## config.mk

```make
export PLATFORM = sky130hd
export DESIGN_NAME = pid_speed_controller_antiwindup_core
export DESIGN_NICKNAME = d
export VERILOG_FILES = /design/src/sv/psc_pkg.sv /design/src/sv/psc_iter_unit.sv /design/src/sv/pid_speed_controller_antiwindup_core.sv
export SDC_FILE = /design/constraint.sdc
export NUM_CORES = 2
export LEC_CHECK = 0
export ABC_AREA = 1
export BUFFER_PORTS_ARGS = -buffer_cell sky130_fd_sc_hd__buf_4
export CAP_MARGIN = 25
export CORE_AREA = 2 2 343 345
export CTS_CLUSTER_SIZE = 30
export DETAILED_ROUTE_END_ITERATION = 8
export DIE_AREA = 0 0 345 347
export HOLD_SLACK_MARGIN = 0.08
export PLACE_DENSITY = 0.77
export SLEW_MARGIN = 20
export SYNTH_ARGS = -nofsm -noshare
export SYNTH_HDL_FRONTEND = slang
export SYNTH_SLANG_ARGS = --single-unit
```

## constraint.sdc

```tcl
create_clock -name aclk -period 6.9 [get_ports aclk]
set_input_delay 1.035 -clock aclk [delete_from_list [all_inputs] [get_ports aclk]]
set_output_delay 1.035 -clock aclk [all_outputs]
set_load 0.01 [all_outputs]
```

## src/sv/psc_pkg.sv

```systemverilog
// Shared types, codes and constants for the speed-loop PID controller.
// Used by psc_iter_unit and pid_speed_controller_antiwindup_core; depends on nothing.

package psc_pkg;

    // Default widths of the fixed-point data path.
    localparam int DATA_WIDTH_DEF  = 32;
    localparam int FRAC_BITS_DEF   = 16;
    localparam int INTEG_WIDTH_DEF = 48;

    // The raw controller sum always saturates to a signed 64-bit range.
    localparam int RAW_WIDTH = 64;

    // Digit width of the iterative multiplier.
    localparam int DIGIT_WIDTH = 8;

    // Integer part of the default drive limits (plus and minus this value).
    localparam int DRIVE_LIMIT_INT = 255;

    // Configuration register indexes.
    localparam int CFG_ADDR_WIDTH = 3;

    typedef enum logic [CFG_ADDR_WIDTH-1:0] {
        REG_PROP_GAIN     = 3'd0,
        REG_INTEG_GAIN    = 3'd1,
        REG_DERIV_GAIN    = 3'd2,
        REG_DRIVE_FLOOR   = 3'd3,
        REG_DRIVE_CEILING = 3'd4
    } psc_cfg_reg_t;

    // Operations of the shared arithmetic unit.
    typedef enum logic {
        PSC_OP_MUL,
        PSC_OP_DIV
    } psc_op_t;

    // Which product the sequencer is forming.
    typedef enum logic [1:0] {
        PSC_P_KP,
        PSC_P_KI,
        PSC_P_KD,
        PSC_P_INC
    } psc_prod_t;

    // Sequencer states.
    typedef enum logic [3:0] {
        PSC_S_IDLE,
        PSC_S_ERROR,
        PSC_S_DIV_START,
        PSC_S_DIV_RUN,
        PSC_S_MUL_START,
        PSC_S_MUL_RUN,
        PSC_S_ACCUM,
        PSC_S_FINISH,
        PSC_S_DONE
    } psc_state_t;

    // Request from the sequencer to the arithmetic unit.
    typedef struct packed {
        logic    start;
        psc_op_t op;
    } psc_unit_ctl_t;

    // Status from the arithmetic unit back to the sequencer.
    typedef struct packed {
        logic busy;
        logic done;
    } psc_unit_stat_t;

endpackage

```

## src/sv/psc_iter_unit.sv

```systemverilog
// Shared iterative arithmetic unit: unsigned digit-serial multiply and
// restoring divide of (opa << FRAC_BITS) by opb. Depends on psc_pkg.

module psc_iter_unit #(
    parameter int DATA_WIDTH = psc_pkg::DATA_WIDTH_DEF,
    parameter int FRAC_BITS  = psc_pkg::FRAC_BITS_DEF,
    parameter int OPB_WIDTH  = psc_pkg::INTEG_WIDTH_DEF
) (
    input  logic                            aclk,
    input  logic                            aresetn,
    input  psc_pkg::psc_unit_ctl_t          ctl,
    input  logic [DATA_WIDTH-1:0]           opa,
    input  logic [OPB_WIDTH-1:0]            opb,
    output psc_pkg::psc_unit_stat_t         stat,
    output logic [DATA_WIDTH+OPB_WIDTH-1:0] result
);

    localparam int DGW  = psc_pkg::DIGIT_WIDTH;
    localparam int ND   = (DATA_WIDTH + DGW - 1) / DGW;
    localparam int AW   = ND * DGW;
    localparam int PW   = DATA_WIDTH + OPB_WIDTH;
    localparam int QW   = DATA_WIDTH + FRAC_BITS;
    localparam int CNTW = $clog2(QW + 1);

    logic [PW-1:0]         acc_reg, acc_next;
    logic [AW-1:0]         a_reg, a_next;
    logic [OPB_WIDTH-1:0]  b_reg, b_next;
    logic [DATA_WIDTH-1:0] rem_reg, rem_next;
    logic [CNTW-1:0]       cnt_reg, cnt_next;
    psc_pkg::psc_op_t      op_reg, op_next;
    logic                  busy_reg, busy_next;
    logic                  done_reg, done_next;

    logic [DGW-1:0]           digit;
    logic [OPB_WIDTH+DGW-1:0] pp;
    logic [DATA_WIDTH:0]      trial;
    logic [DATA_WIDTH:0]      divisor;
    logic [DATA_WIDTH:0]      rem_sub;
    logic                     ge;

    // One multiplier digit per cycle, most significant digit first.
    assign digit = a_reg[AW-1 -: DGW];
    assign pp    = b_reg * digit;

    // One quotient bit per cycle.
    assign trial   = {rem_reg, acc_reg[QW-1]};
    assign divisor = {1'b0, b_reg[DATA_WIDTH-1:0]};
    assign ge      = (trial >= divisor);
    assign rem_sub = trial - divisor;

    // Next-state logic for both operations.
    always_comb begin
        acc_next  = acc_reg;
        a_next    = a_reg;
        b_next    = b_reg;
        rem_next  = rem_reg;
        cnt_next  = cnt_reg;
        op_next   = op_reg;
        busy_next = busy_reg;
        done_next = 1'b0;
        if (ctl.start) begin
            busy_next = 1'b1;
            rem_next  = '0;
            op_next   = ctl.op;
            b_next    = opb;
            case (ctl.op)
                psc_pkg::PSC_OP_MUL: begin
                    acc_next = '0;
                    a_next   = AW'(opa);
                    cnt_next = CNTW'(ND);
                end
                psc_pkg::PSC_OP_DIV: begin
                    acc_next = PW'({opa, FRAC_BITS'(0)});
                    a_next   = '0;
                    cnt_next = CNTW'(QW);
                end
                default: begin
                    busy_next = 1'b0;
                end
            endcase
        end else if (busy_reg) begin
            case (op_reg)
                psc_pkg::PSC_OP_MUL: begin
                    acc_next = (acc_reg << DGW) + PW'(pp);
                    a_next   = a_reg << DGW;
                end
                psc_pkg::PSC_OP_DIV: begin
                    acc_next = PW'({acc_reg[QW-2:0], ge});
                    rem_next = ge ? rem_sub[DATA_WIDTH-1:0] : trial[DATA_WIDTH-1:0];
                end
                default: begin
                    acc_next = acc_reg;
                end
            endcase
            cnt_next = cnt_reg - CNTW'(1);
            if (cnt_reg == CNTW'(1)) begin
                busy_next = 1'b0;
                done_next = 1'b1;
            end
        end
    end

    // Control state is reset; operands and partial results are not.
    always_ff @(posedge aclk) begin
        if (!aresetn) begin
            busy_reg <= 1'b0;
            done_reg <= 1'b0;
            cnt_reg  <= '0;
            op_reg   <= psc_pkg::PSC_OP_MUL;
        end else begin
            busy_reg <= busy_next;
            done_reg <= done_next;
            cnt_reg  <= cnt_next;
            op_reg   <= op_next;
        end
        acc_reg <= acc_next;
        a_reg   <= a_next;
        b_reg   <= b_next;
        rem_reg <= rem_next;
    end

    assign stat.busy = busy_reg;
    assign stat.done = done_reg;
    assign result    = acc_reg;

endmodule

```

## src/sv/pid_speed_controller_antiwindup_core.sv

```systemverilog
// Top level of the speed-loop PID controller with clamping anti-windup.
// Depends on psc_pkg and psc_iter_unit.
//
//   Channel   Direction  Handshake          Contents
//   s_        in         s_tvalid/s_tready  target_speed, measured_speed, time_step
//   m_        out        m_tvalid/m_tready  drive_value; flags was_clamped, step_rejected
//   cfg_      in         cfg_wr_en          gains and drive limits, no read-back
//
// One beat runs the bit-serial divide and up to four digit-serial products, all
// through the single arithmetic unit; the divide is skipped while there is no
// error history, and the integral product is skipped when anti-windup holds.
// A beat with time_step zero or negative is rejected without using the unit.
// Reset is synchronous and active low; it clears the integral and the history.
// s_tready is high only in the idle state; a finished result waits in the
// output register while the next beat is already being worked on.

module pid_speed_controller_antiwindup_core #(
    parameter int DATA_WIDTH  = psc_pkg::DATA_WIDTH_DEF,
    parameter int FRAC_BITS   = psc_pkg::FRAC_BITS_DEF,
    parameter int INTEG_WIDTH = psc_pkg::INTEG_WIDTH_DEF
) (
    input  logic                                    aclk,
    input  logic                                    aresetn,
    // Fields from bit 0: target_speed, measured_speed, time_step.
    input  logic [((3*DATA_WIDTH+7)/8)*8-1:0]       s_tdata,
    input  logic                                    s_tvalid,
    output logic                                    s_tready,
    // Fields from bit 0: drive_value.
    output logic [((DATA_WIDTH+7)/8)*8-1:0]         m_tdata,
    // Fields from bit 0: was_clamped, step_rejected.
    output logic [1:0]                              m_tuser,
    output logic                                    m_tvalid,
    input  logic                                    m_tready,
    input  logic                                    cfg_wr_en,
    input  logic [psc_pkg::CFG_ADDR_WIDTH-1:0]      cfg_addr,
    input  logic [DATA_WIDTH-1:0]                   cfg_wdata
);

    localparam int DW    = DATA_WIDTH;
    localparam int IW    = INTEG_WIDTH;
    localparam int RW    = psc_pkg::RAW_WIDTH;
    localparam int BW    = (IW > DW) ? IW : DW;
    localparam int PW    = DW + BW;
    localparam int QW    = DW + FRAC_BITS;
    localparam int EW    = ((PW > RW) ? PW : RW) + 1;
    localparam int OUT_W = ((DW + 7) / 8) * 8;

    // Reset values of the drive limits, saturated to the data width.
    localparam logic [RW-1:0] LIMIT_MAG = RW'(psc_pkg::DRIVE_LIMIT_INT) << FRAC_BITS;
    localparam logic [RW-1:0] DATA_MAX  = (RW'(1) << (DW - 1)) - RW'(1);
    localparam logic [RW-1:0] CEIL_MAG  = (LIMIT_MAG > DATA_MAX) ? DATA_MAX : LIMIT_MAG;
    localparam logic [RW-1:0] FLOOR_MAG =
        (LIMIT_MAG > DATA_MAX + RW'(1)) ? DATA_MAX + RW'(1) : LIMIT_MAG;
    localparam logic [RW-1:0] FLOOR_FULL = RW'(0) - FLOOR_MAG;
    localparam logic [DW-1:0] CEIL_RST   = CEIL_MAG[DW-1:0];
    localparam logic [DW-1:0] FLOOR_RST  = FLOOR_FULL[DW-1:0];

    // Configuration registers.
    logic [DW-1:0] kp_reg, ki_reg, kd_reg, floor_reg, ceil_reg;

    // Sequencer and data path registers.
    psc_pkg::psc_state_t state_reg, state_next;
    psc_pkg::psc_prod_t  prod_reg, prod_next;
    logic [DW-1:0] tgt_reg, tgt_next;
    logic [DW-1:0] meas_reg, meas_next;
    logic [DW-1:0] dt_reg, dt_next;
    logic [DW-1:0] err_reg, err_next;
    logic [DW-1:0] deriv_reg, deriv_next;
    logic [DW-1:0] last_err_reg, last_err_next;
    logic          hist_reg, hist_next;
    logic          diff_neg_reg, diff_neg_next;
    logic          prod_neg_reg, prod_neg_next;
    logic [RW-1:0] raw_reg, raw_next;
    logic [IW-1:0] integ_reg, integ_next;
    logic [DW-1:0] drive_reg, drive_next;
    logic          clamp_reg, clamp_next;
    logic          rej_reg, rej_next;
    logic [DW-1:0] out_drive_reg, out_drive_next;
    logic          out_clamp_reg, out_clamp_next;
    logic          out_rej_reg, out_rej_next;
    logic          m_valid_reg, m_valid_next;

    // Arithmetic unit connections.
    psc_pkg::psc_unit_ctl_t  unit_ctl;
    psc_pkg::psc_unit_stat_t unit_stat;
    logic [DW-1:0]           unit_a;
    logic [BW-1:0]           unit_b;
    logic [PW-1:0]           unit_result;

    psc_iter_unit #(
        .DATA_WIDTH (DW),
        .FRAC_BITS  (FRAC_BITS),
        .OPB_WIDTH  (BW)
    ) u_unit (
        .aclk    (aclk),
        .aresetn (aresetn),
        .ctl     (unit_ctl),
        .opa     (unit_a),
        .opb     (unit_b),
        .stat    (unit_stat),
        .result  (unit_result)
    );

    // Error, saturated to the data width.
    logic [DW:0]   err_wide;
    logic [DW-1:0] err_sat;
    logic          dt_bad;
    assign err_wide = {tgt_reg[DW-1], tgt_reg} - {meas_reg[DW-1], meas_reg};
    assign err_sat  = (err_wide[DW] != err_wide[DW-1])
                    ? {err_wide[DW], {(DW-1){~err_wide[DW]}}} : err_wide[DW-1:0];
    assign dt_bad   = dt_reg[DW-1] || (dt_reg == '0);

    // Change in error and its magnitude for the divide.
    logic [DW:0] diff_wide;
    logic [DW:0] diff_abs;
    assign diff_wide = {err_reg[DW-1], err_reg} - {last_err_reg[DW-1], last_err_reg};
    assign diff_abs  = diff_wide[DW] ? ((DW+1)'(0) - diff_wide) : diff_wide;

    // Derivative: quotient magnitude saturated to the data width.
    logic [QW-1:0] quot;
    logic [QW-1:0] quot_lim;
    logic [QW-1:0] quot_neg;
    logic [DW-1:0] deriv_sat;
    assign quot     = unit_result[QW-1:0];
    assign quot_lim = {{(FRAC_BITS+1){1'b0}}, {(DW-1){1'b1}}};
    assign quot_neg = QW'(0) - quot;
    always_comb begin
        if (!diff_neg_reg) begin
            deriv_sat = (quot > quot_lim) ? {1'b0, {(DW-1){1'b1}}} : quot[DW-1:0];
        end else begin
            deriv_sat = (quot > quot_lim + QW'(1)) ? {1'b1, {(DW-1){1'b0}}}
                                                   : quot_neg[DW-1:0];
        end
    end

    // Product magnitude after the fraction shift, then signed saturation.
    logic [EW-1:0] prod_mag;
    logic [EW-1:0] prod_mag_neg;
    logic [EW-1:0] raw_lim;
    logic [EW-1:0] integ_lim;
    logic [RW-1:0] prod_raw;
    logic [IW-1:0] prod_inc;
    assign prod_mag     = {{(EW-PW){1'b0}}, unit_result >> FRAC_BITS};
    assign prod_mag_neg = EW'(0) - prod_mag;
    assign raw_lim      = {{(EW-RW+1){1'b0}}, {(RW-1){1'b1}}};
    assign integ_lim    = {{(EW-IW+1){1'b0}}, {(IW-1){1'b1}}};
    always_comb begin
        if (!prod_neg_reg) begin
            prod_raw = (prod_mag > raw_lim) ? {1'b0, {(RW-1){1'b1}}} : prod_mag[RW-1:0];
            prod_inc = (prod_mag > integ_lim) ? {1'b0, {(IW-1){1'b1}}} : prod_mag[IW-1:0];
        end else begin
            prod_raw = (prod_mag > raw_lim + EW'(1)) ? {1'b1, {(RW-1){1'b0}}}
                                                     : prod_mag_neg[RW-1:0];
            prod_inc = (prod_mag > integ_lim + EW'(1)) ? {1'b1, {(IW-1){1'b0}}}
                                                       : prod_mag_neg[IW-1:0];
        end
    end

    // Saturating accumulate of the raw output.
    logic [RW:0]   raw_sum;
    logic [RW-1:0] raw_sat;
    assign raw_sum = {raw_reg[RW-1], raw_reg} + {prod_raw[RW-1], prod_raw};
    assign raw_sat = (raw_sum[RW] != raw_sum[RW-1])
                   ? {raw_sum[RW], {(RW-1){~raw_sum[RW]}}} : raw_sum[RW-1:0];

    // Saturating integral update.
    logic [IW:0]   integ_sum;
    logic [IW-1:0] integ_sat;
    assign integ_sum = {integ_reg[IW-1], integ_reg} + {prod_inc[IW-1], prod_inc};
    assign integ_sat = (integ_sum[IW] != integ_sum[IW-1])
                     ? {integ_sum[IW], {(IW-1){~integ_sum[IW]}}} : integ_sum[IW-1:0];

    // Limit compares on the raw output; the floor wins over the ceiling.
    logic [RW-1:0] ceil_ext, floor_ext;
    logic          above_ceil, below_floor, ceil_below_floor;
    logic [DW-1:0] drive_clamped;
    logic          hold_now;
    assign ceil_ext         = {{(RW-DW){ceil_reg[DW-1]}}, ceil_reg};
    assign floor_ext        = {{(RW-DW){floor_reg[DW-1]}}, floor_reg};
    assign above_ceil       = ($signed(raw_reg) > $signed(ceil_ext));
    assign below_floor      = ($signed(raw_reg) < $signed(floor_ext));
    assign ceil_below_floor = ($signed(ceil_reg) < $signed(floor_reg));
    assign drive_clamped    = above_ceil ? (ceil_below_floor ? floor_reg : ceil_reg)
                                         : (below_floor ? floor_reg : raw_reg[DW-1:0]);
    assign hold_now = (above_ceil && !err_reg[DW-1] && (err_reg != '0))
                   || (below_floor && err_reg[DW-1]);

    // Operand selection for the four products.
    logic [DW-1:0] mul_a;
    logic [BW-1:0] mul_b;
    logic [DW-1:0] mul_a_abs;
    logic [BW-1:0] mul_b_abs;
    always_comb begin
        case (prod_reg)
            psc_pkg::PSC_P_KP: begin
                mul_a = kp_reg;
                mul_b = {{(BW-DW){err_reg[DW-1]}}, err_reg};
            end
            psc_pkg::PSC_P_KI: begin
                mul_a = ki_reg;
                mul_b = {{(BW-IW){integ_reg[IW-1]}}, integ_reg};
            end
            psc_pkg::PSC_P_KD: begin
                mul_a = kd_reg;
                mul_b = {{(BW-DW){deriv_reg[DW-1]}}, deriv_reg};
            end
            psc_pkg::PSC_P_INC: begin
                mul_a = err_reg;
                mul_b = {{(BW-DW){dt_reg[DW-1]}}, dt_reg};
            end
            default: begin
                mul_a = '0;
                mul_b = '0;
            end
        endcase
    end
    assign mul_a_abs = mul_a[DW-1] ? (DW'(0) - mul_a) : mul_a;
    assign mul_b_abs = mul_b[BW-1] ? (BW'(0) - mul_b) : mul_b;

    // Sequencer: next state and data path updates.
    always_comb begin
        state_next     = state_reg;
        prod_next      = prod_reg;
        tgt_next       = tgt_reg;
        meas_next      = meas_reg;
        dt_next        = dt_reg;
        err_next       = err_reg;
        deriv_next     = deriv_reg;
        last_err_next  = last_err_reg;
        hist_next      = hist_reg;
        diff_neg_next  = diff_neg_reg;
        prod_neg_next  = prod_neg_reg;
        raw_next       = raw_reg;
        integ_next     = integ_reg;
        drive_next     = drive_reg;
        clamp_next     = clamp_reg;
        rej_next       = rej_reg;
        out_drive_next = out_drive_reg;
        out_clamp_next = out_clamp_reg;
        out_rej_next   = out_rej_reg;
        m_valid_next   = m_valid_reg;
        unit_ctl.start = 1'b0;
        unit_ctl.op    = psc_pkg::PSC_OP_MUL;
        unit_a         = '0;
        unit_b         = '0;

        // The output beat leaves when the sink takes it.
        if (m_valid_reg && m_tready) begin
            m_valid_next = 1'b0;
        end

        case (state_reg)
            psc_pkg::PSC_S_IDLE: begin
                if (s_tvalid) begin
                    tgt_next   = s_tdata[DW-1:0];
                    meas_next  = s_tdata[2*DW-1:DW];
                    dt_next    = s_tdata[3*DW-1:2*DW];
                    state_next = psc_pkg::PSC_S_ERROR;
                end
            end
            psc_pkg::PSC_S_ERROR: begin
                if (dt_bad) begin
                    drive_next = '0;
                    clamp_next = 1'b0;
                    rej_next   = 1'b1;
                    state_next = psc_pkg::PSC_S_DONE;
                end else begin
                    err_next   = err_sat;
                    deriv_next = '0;
                    raw_next   = '0;
                    rej_next   = 1'b0;
                    prod_next  = psc_pkg::PSC_P_KP;
                    state_next = hist_reg ? psc_pkg::PSC_S_DIV_START
                                          : psc_pkg::PSC_S_MUL_START;
                end
            end
            psc_pkg::PSC_S_DIV_START: begin
                unit_ctl.start = 1'b1;
                unit_ctl.op    = psc_pkg::PSC_OP_DIV;
                unit_a         = diff_abs[DW-1:0];
                unit_b         = BW'(dt_reg);
                diff_neg_next  = diff_wide[DW];
                state_next     = psc_pkg::PSC_S_DIV_RUN;
            end
            psc_pkg::PSC_S_DIV_RUN: begin
                if (unit_stat.done) begin
                    deriv_next = deriv_sat;
                    state_next = psc_pkg::PSC_S_MUL_START;
                end
            end
            psc_pkg::PSC_S_MUL_START: begin
                unit_ctl.start = 1'b1;
                unit_ctl.op    = psc_pkg::PSC_OP_MUL;
                unit_a         = mul_a_abs;
                unit_b         = mul_b_abs;
                prod_neg_next  = mul_a[DW-1] ^ mul_b[BW-1];
                state_next     = psc_pkg::PSC_S_MUL_RUN;
            end
            psc_pkg::PSC_S_MUL_RUN: begin
                if (unit_stat.done) begin
                    state_next = psc_pkg::PSC_S_ACCUM;
                end
            end
            psc_pkg::PSC_S_ACCUM: begin
                case (prod_reg)
                    psc_pkg::PSC_P_KP: begin
                        raw_next   = raw_sat;
                        prod_next  = psc_pkg::PSC_P_KI;
                        state_next = psc_pkg::PSC_S_MUL_START;
                    end
                    psc_pkg::PSC_P_KI: begin
                        raw_next   = raw_sat;
                        prod_next  = psc_pkg::PSC_P_KD;
                        state_next = psc_pkg::PSC_S_MUL_START;
                    end
                    psc_pkg::PSC_P_KD: begin
                        raw_next   = raw_sat;
                        state_next = psc_pkg::PSC_S_FINISH;
                    end
                    psc_pkg::PSC_P_INC: begin
                        integ_next = integ_sat;
                        state_next = psc_pkg::PSC_S_DONE;
                    end
                    default: begin
                        state_next = psc_pkg::PSC_S_DONE;
                    end
                endcase
            end
            psc_pkg::PSC_S_FINISH: begin
                drive_next    = drive_clamped;
                clamp_next    = above_ceil || below_floor;
                last_err_next = err_reg;
                hist_next     = 1'b1;
                // Anti-windup: skip the integral when pushing into a limit.
                if (hold_now) begin
                    state_next = psc_pkg::PSC_S_DONE;
                end else begin
                    prod_next  = psc_pkg::PSC_P_INC;
                    state_next = psc_pkg::PSC_S_MUL_START;
                end
            end
            psc_pkg::PSC_S_DONE: begin
                if (!m_valid_reg || m_tready) begin
                    out_drive_next = drive_reg;
                    out_clamp_next = clamp_reg;
                    out_rej_next   = rej_reg;
                    m_valid_next   = 1'b1;
                    state_next     = psc_pkg::PSC_S_IDLE;
                end
            end
            default: begin
                state_next = psc_pkg::PSC_S_IDLE;
            end
        endcase
    end

    // Sequencer, controller state and output valid.
    always_ff @(posedge aclk) begin
        if (!aresetn) begin
            state_reg    <= psc_pkg::PSC_S_IDLE;
            prod_reg     <= psc_pkg::PSC_P_KP;
            integ_reg    <= '0;
            last_err_reg <= '0;
            hist_reg     <= 1'b0;
            m_valid_reg  <= 1'b0;
        end else begin
            state_reg    <= state_next;
            prod_reg     <= prod_next;
            integ_reg    <= integ_next;
            last_err_reg <= last_err_next;
            hist_reg     <= hist_next;
            m_valid_reg  <= m_valid_next;
        end
        tgt_reg       <= tgt_next;
        meas_reg      <= meas_next;
        dt_reg        <= dt_next;
        err_reg       <= err_next;
        deriv_reg     <= deriv_next;
        diff_neg_reg  <= diff_neg_next;
        prod_neg_reg  <= prod_neg_next;
        raw_reg       <= raw_next;
        drive_reg     <= drive_next;
        clamp_reg     <= clamp_next;
        rej_reg       <= rej_next;
        out_drive_reg <= out_drive_next;
        out_clamp_reg <= out_clamp_next;
        out_rej_reg   <= out_rej_next;
    end

    // Configuration writes.
    always_ff @(posedge aclk) begin
        if (!aresetn) begin
            kp_reg    <= '0;
            ki_reg    <= '0;
            kd_reg    <= '0;
            floor_reg <= FLOOR_RST;
            ceil_reg  <= CEIL_RST;
        end else if (cfg_wr_en) begin
            case (cfg_addr)
                psc_pkg::REG_PROP_GAIN:     kp_reg    <= cfg_wdata;
                psc_pkg::REG_INTEG_GAIN:    ki_reg    <= cfg_wdata;
                psc_pkg::REG_DERIV_GAIN:    kd_reg    <= cfg_wdata;
                psc_pkg::REG_DRIVE_FLOOR:   floor_reg <= cfg_wdata;
                psc_pkg::REG_DRIVE_CEILING: ceil_reg  <= cfg_wdata;
                default: begin
                end
            endcase
        end
    end

    // Channel outputs.
    assign s_tready = (state_reg == psc_pkg::PSC_S_IDLE);
    assign m_tvalid = m_valid_reg;
    assign m_tdata  = OUT_W'(out_drive_reg);
    assign m_tuser  = {out_rej_reg, out_clamp_reg};

    // The arithmetic unit is never left running while the sequencer is idle.
    assert property (@(posedge aclk) disable iff (!aresetn)
        (state_reg == psc_pkg::PSC_S_IDLE) |-> !unit_stat.busy)
        else $error("arithmetic unit busy while sequencer idle");

    // A rejected beat carries a zero drive and no clamp flag.
    assert property (@(posedge aclk) disable iff (!aresetn)
        (m_tvalid && m_tuser[1]) |-> ((m_tdata == '0) && !m_tuser[0]))
        else $error("rejected beat with nonzero drive or clamp flag");

    // A rejected time step leaves the integral and history untouched.
    assert property (@(posedge aclk) disable iff (!aresetn)
        ((state_reg == psc_pkg::PSC_S_ERROR) && dt_bad)
        |=> ($stable(integ_reg) && $stable(hist_reg) && $stable(last_err_reg)))
        else $error("controller state changed on rejected step");

endmodule
```

Yosys cells after proc, flatten, opt, wreduce, memory -nomap -nowiden. Index checks and enable logic that the tools add are counted.

Output and inout bits: 36. Input bits: 136. Flip-flop bits (word level): 743. Logic and storage cells: 199.

Reduce and logical (&&, ||, !) cells: 39. $add $sub $neg: 12. Multipliers: 1. Multiplexer cells: 66. $lt $le $gt $ge: 10. Bitwise gates (word level): 9. Eq/ne operators: 29.

Operators by type and width (count): 2-to-1 mux 32 bit (16); 2-to-1 mux 64 bit (6); case mux 80 bit (2 select lines) (2); case mux 32 bit (2 select lines) (4); 2-to-1 mux 48 bit (5); case mux 48 bit (4 select lines) (1); 2-to-1 mux 80 bit (2); case mux 32 bit (4 select lines) (1); case mux 64 bit (2 select lines) (1); case mux 48 bit (2 select lines) (1); subtractor 1 x 32 -> 32 bit, first input constant (3); adder 80 x 56 -> 80 bit (1); subtractor 32 x 32 -> 33 bit (2); adder 64 x 64 -> 65 bit (1); > comparator 64 x 32 -> 1 bit (1); > comparator 64 x 47 -> 1 bit, second input constant (1); > comparator 64 x 48 -> 1 bit, second input constant (1); > comparator 64 x 63 -> 1 bit, second input constant (1); > comparator 64 bit, second input constant (1); less-than comparator 64 x 32 -> 1 bit (1); subtractor 1 x 64 -> 64 bit, first input constant (1); multiplier 48 x 8 -> 56 bit (1); adder 48 x 48 -> 49 bit (1); > comparator 48 x 31 -> 1 bit, second input constant (1); 48 further kinds (110).

Depth between registers and ports, before layout.
Word-level depth: 8. Mapped depth: 38. Gate-level depth less buffers: 37.

Hierarchy. A second synthesis with hierarchy kept.

Cell total of the unflattened synthesis: 10628. Area total of the unflattened synthesis: 72519.6 um^2.

By module, submodules not included: pid_speed_controller_antiwindup_core (sequential area each 13793.2 um^2, instances 1, cells each 6719, area each 45263.4 um^2); psc_iter_unit (sequential area each 5625.4 um^2, instances 1, cells each 3909, area each 27256.1 um^2).

Least setup slack after synthesis. Ideal clock, no wire load.

Kind: input-to-reg. From: input port s_tvalid. To: register dt_reg[0] (enable). Data arrival time: 5038 ps. Setup time: 551 ps. Slack: 1311 ps. Path buffers: 0. Cell stages on the path: 2. Data required time: 6349 ps. Cells stage by stage: inv_1 nor2_1.

Longest elaborated chain between the ends: 1.

RTL lines: start: declaration (line pid_speed_controller_antiwindup_core.sv:26) `input logic s_tvalid,`; AND reduction 2 bit (no line); end signal: assignment (line pid_speed_controller_antiwindup_core.sv:376) `dt_reg <= dt_next;`; end: declaration (line pid_speed_controller_antiwindup_core.sv:66) `logic [DW-1:0] dt_reg, dt_next;`.

No other way between the ends. A chain may end at the register's enable or synchronous reset.

Final worst setup path.
From: register u_unit.a_reg[27]. To: register u_unit.acc_reg[42], in the netlist u_unit.result[42] (data pin).

Longest elaborated chain between the ends: 5.

RTL lines: start: declaration (line psc_iter_unit.sv:26) `logic [AW-1:0] a_reg, a_next;`; start signal: assignment (line psc_iter_unit.sv:117) `a_reg <= a_next;`; multiplier 48 x 8 -> 56 bit (line psc_iter_unit.sv:43) `assign pp = b_reg * digit;`; adder 80 x 56 -> 80 bit (line psc_iter_unit.sv:84) `acc_next = (acc_reg << DGW) + PW'(pp);`; case mux 80 bit (2 select lines) (line psc_iter_unit.sv:82) `case (op_reg)`; 2-to-1 mux 80 bit (line psc_iter_unit.sv:81) `end else if (busy_reg) begin`; 2-to-1 mux 80 bit (line psc_iter_unit.sv:61) `if (ctl.start) begin`; net u_unit.acc_next[42] (line psc_iter_unit.sv:25) `logic [PW-1:0] acc_reg, acc_next;`; end signal: assignment (line psc_iter_unit.sv:116) `acc_reg <= acc_next;`; end: declaration (line psc_iter_unit.sv:25).

The timed path passes the listed nets, and every way through them passes these cells. The select of a mux whose other input is x is not followed.

==> reports/metrics.csv <==
metric,value,unit
status,"finished, final reports clean",
cp-start-kind,flop,
clkSinkCount,743,
synth_edf_count,454,
fin_nets,10800,
die_w,345,um
area_growth,8.25,%
drt_iter0_drc,9261,
die_area,120000,um^2
grt_overflow,0,
synthCells,9895,
wirelength,261,mm
largest_reg_flops,80,
cts_tree,done,
relSlewSlack,23.2,%
grt_pass1_vias,65700,
drc,0,
grt_max_degree,234,
post-route-min-period,6560,ps
hp-class,flop to flop,
hold_violations,0,
min-delay-start,drive_reg[3],
critPathCaptureType,flop,
wl_per_cell,22.7,um
worstPathMaxFanout,13,
antenna_found_initial,10,
drive_above_1_share,5.15,%
rows,125,
via_count,69500,
start_util,59.9,%
fp.coreArea,116000,um^2
setup-tns-final,0,ps
rr_worst_depth,20,
reg2reg_from,u_unit.a_reg[27],
htreeDepth,3,
hpwl,208,mm
cp.required,7320,ps
io_buffers,171,
dr.pass1.iters,7,
ys_warn_count,0,
rsz0062_at_grt,no,
gp_congestion,1.09,
ys_types,64,
cts-root-buf,clkbuf_16,
cap_violations,0,
cp_data_arrival_time,6980,ps
clk_pin_slew_worst_paths,70,ps
ant_nets,0,
cts_buffers,85,
track_usage,42.6,%
fin_skew,90.7,ps
fin_crit_sh,95.1,%
ys_ff_latch,743,
clkLatencyLatePin,750,ps
grt_pass1_wl,392,mm
clockBufferDepth,3,
synth_area,69300,um^2
timing.fmax,152,MHz
hold_buffers,0,
die_h,347,um
syn_nets,10800,
reg2reg_slack,340,ps
r2r-end,u_unit.result[42],
hold_path_depth,0,
fin_hold_ws,419,ps
worst_slew_pin_slew,1150,ps
synth_async_sr_flop_share,0,%
via_per_inst,6.04,
synth.yosys.seq_area_share,28.0,%
slew_viol_final,0,
worstSetupPathType,flop to flop,
setup_viol,0,
ioPinCount,172,
avgSynthCellArea,7.00,um^2
synth-main-ff-cell,edfxtp_1,
min_to,m_tdata[3],
==> stage by stage <==
step           setup WS [ps]  cell area (um^2)  util, %  cells
2_1_floorplan           1310             69300        -   9895
3_3_place_gp             563             71900     62.2  11300
3_5_place_dp             583             72000     62.2  11300
4_1_cts                  485             74900     64.7  11500
5_1_grt                  121             75000     64.8  11500
6_report                 338             75000     64.8  11500
==> cells in the mapped netlist (all sizes together), types with 19 or more instances <==
master | number | area share, %
xor2 | 144 | 1.8
nor3 | 194 | 1.4
a21o | 39 | 0.42
edfxtp | 454 | 20
a31oi | 31 | 0.28
clkbuf | 285 | 1.6
nand3 | 343 | 2.5
a21oi | 828 | 6.0
dfxtp | 289 | 8.3
buf | 75 | 0.61
o21ai | 880 | 6.4
o211ai | 120 | 1.3
o21a | 33 | 0.36
a21boi | 19 | 0.21
ha | 457 | 8.3
nand2 | 2235 | 12
nor4 | 57 | 0.52
fa | 328 | 9.5
inv | 1642 | 8.9
nor2 | 1067 | 5.9
nand4 | 98 | 0.88
nand3b | 28 | 0.31
o22ai | 23 | 0.23
xnor2 | 83 | 1.0
or2 | 24 | 0.22
o21bai | 32 | 0.35
==> timing repair <==
action / in CTS / in global routing
endpoints found under the hold margin: 0 / 0
buffers inserted: 0 / 3
gates resized for setup: 0 / 1
setup endpoints to repair: 0 / 6
==> logic make-up (layout without fill, tap and decap cells) <==
group / Yosys count / count (layout) / synth area share (%)
buffers and inverters: 2011 / 2090 / 11.1
other: 0 / 5 / 0
AOI/OAI and AO/OA: 2063 / 2063 / 16.2
xor gates and xnor gates: 227 / 227 / 2.87
and+or+nand+nor: 4066 / 4066 / 24.0
DFF: 743 / 743 / 28.0
adders and majority gates: 785 / 785 / 17.7
==> final cells by class <==
type,count,area [um^2]
multi-input cells,7141,42300
fillers,10200,40700
flip-flops and latches,743,19400
inverters,1651,6200
clock buffers,114,2390
repair buffers,279,2300
well taps,1524,1910
clock inverters,46,520
diodes,5,12.5
==> per-layer routing <==
layer	global-route usage [%]	part of all wire [%]	up-vias
met5	0	0.028	-
li1	-	-	32200
met4	22.8	6.3	10
met3	11.0	12	765
met1	54.9	38	32600
met2	65.9	43	4021
==> worst max path at each step <==
stage / startpoint / endpoint / slack [ps] / depth (start not counted)
after CTS: u_unit.a_reg[26] / u_unit.result[69] / 480 / 24
final: u_unit.a_reg[27] / u_unit.result[42] / 340 / 20
after global placement: u_unit.a_reg[26] / u_unit.result[76] / 560 / 23
after floorplan: s_tvalid / dt_reg[0] / 1310 / 2
after global routing: u_unit.a_reg[31] / u_unit.result[69] / 120 / 23
after detailed placement: u_unit.a_reg[26] / u_unit.result[69] / 580 / 24
==> cells in the final DEF, fill, tap and decap left out, types with 262 or more instances in the layout <==
| cell type | instances |
|---|---|
| a21oi_1 | 827 |
| fa_1 | 328 |
| o21ai_0 | 785 |
| inv_1 | 1624 |
| buf_4 | 262 |
| nand2_1 | 2227 |
| nand3_1 | 342 |
| edfxtp_1 | 454 |
| ha_1 | 457 |
| nor2_1 | 1039 |
| dfxtp_1 | 289 |
==> critical path, stage by stage (launching register included) <==
cell,delay (ps)
edfxtp_1,810
nand2_1,160
fa_1,500
fa_1,500
inv_1,60
fa_1,540
inv_1,60
fa_1,540
inv_1,60
ha_1,360
nand2_1,60
o21ai_0,590
inv_1,140
o21ai_0,530
inv_1,280
o2111ai_1,500
a21oi_1,110
o21ai_0,150
o21ai_0,140
inv_1,70
nand2_1,50
Power is not shown: default switching activity piles up to over one toggle a cycle in this logic, so the estimate is an artifact.
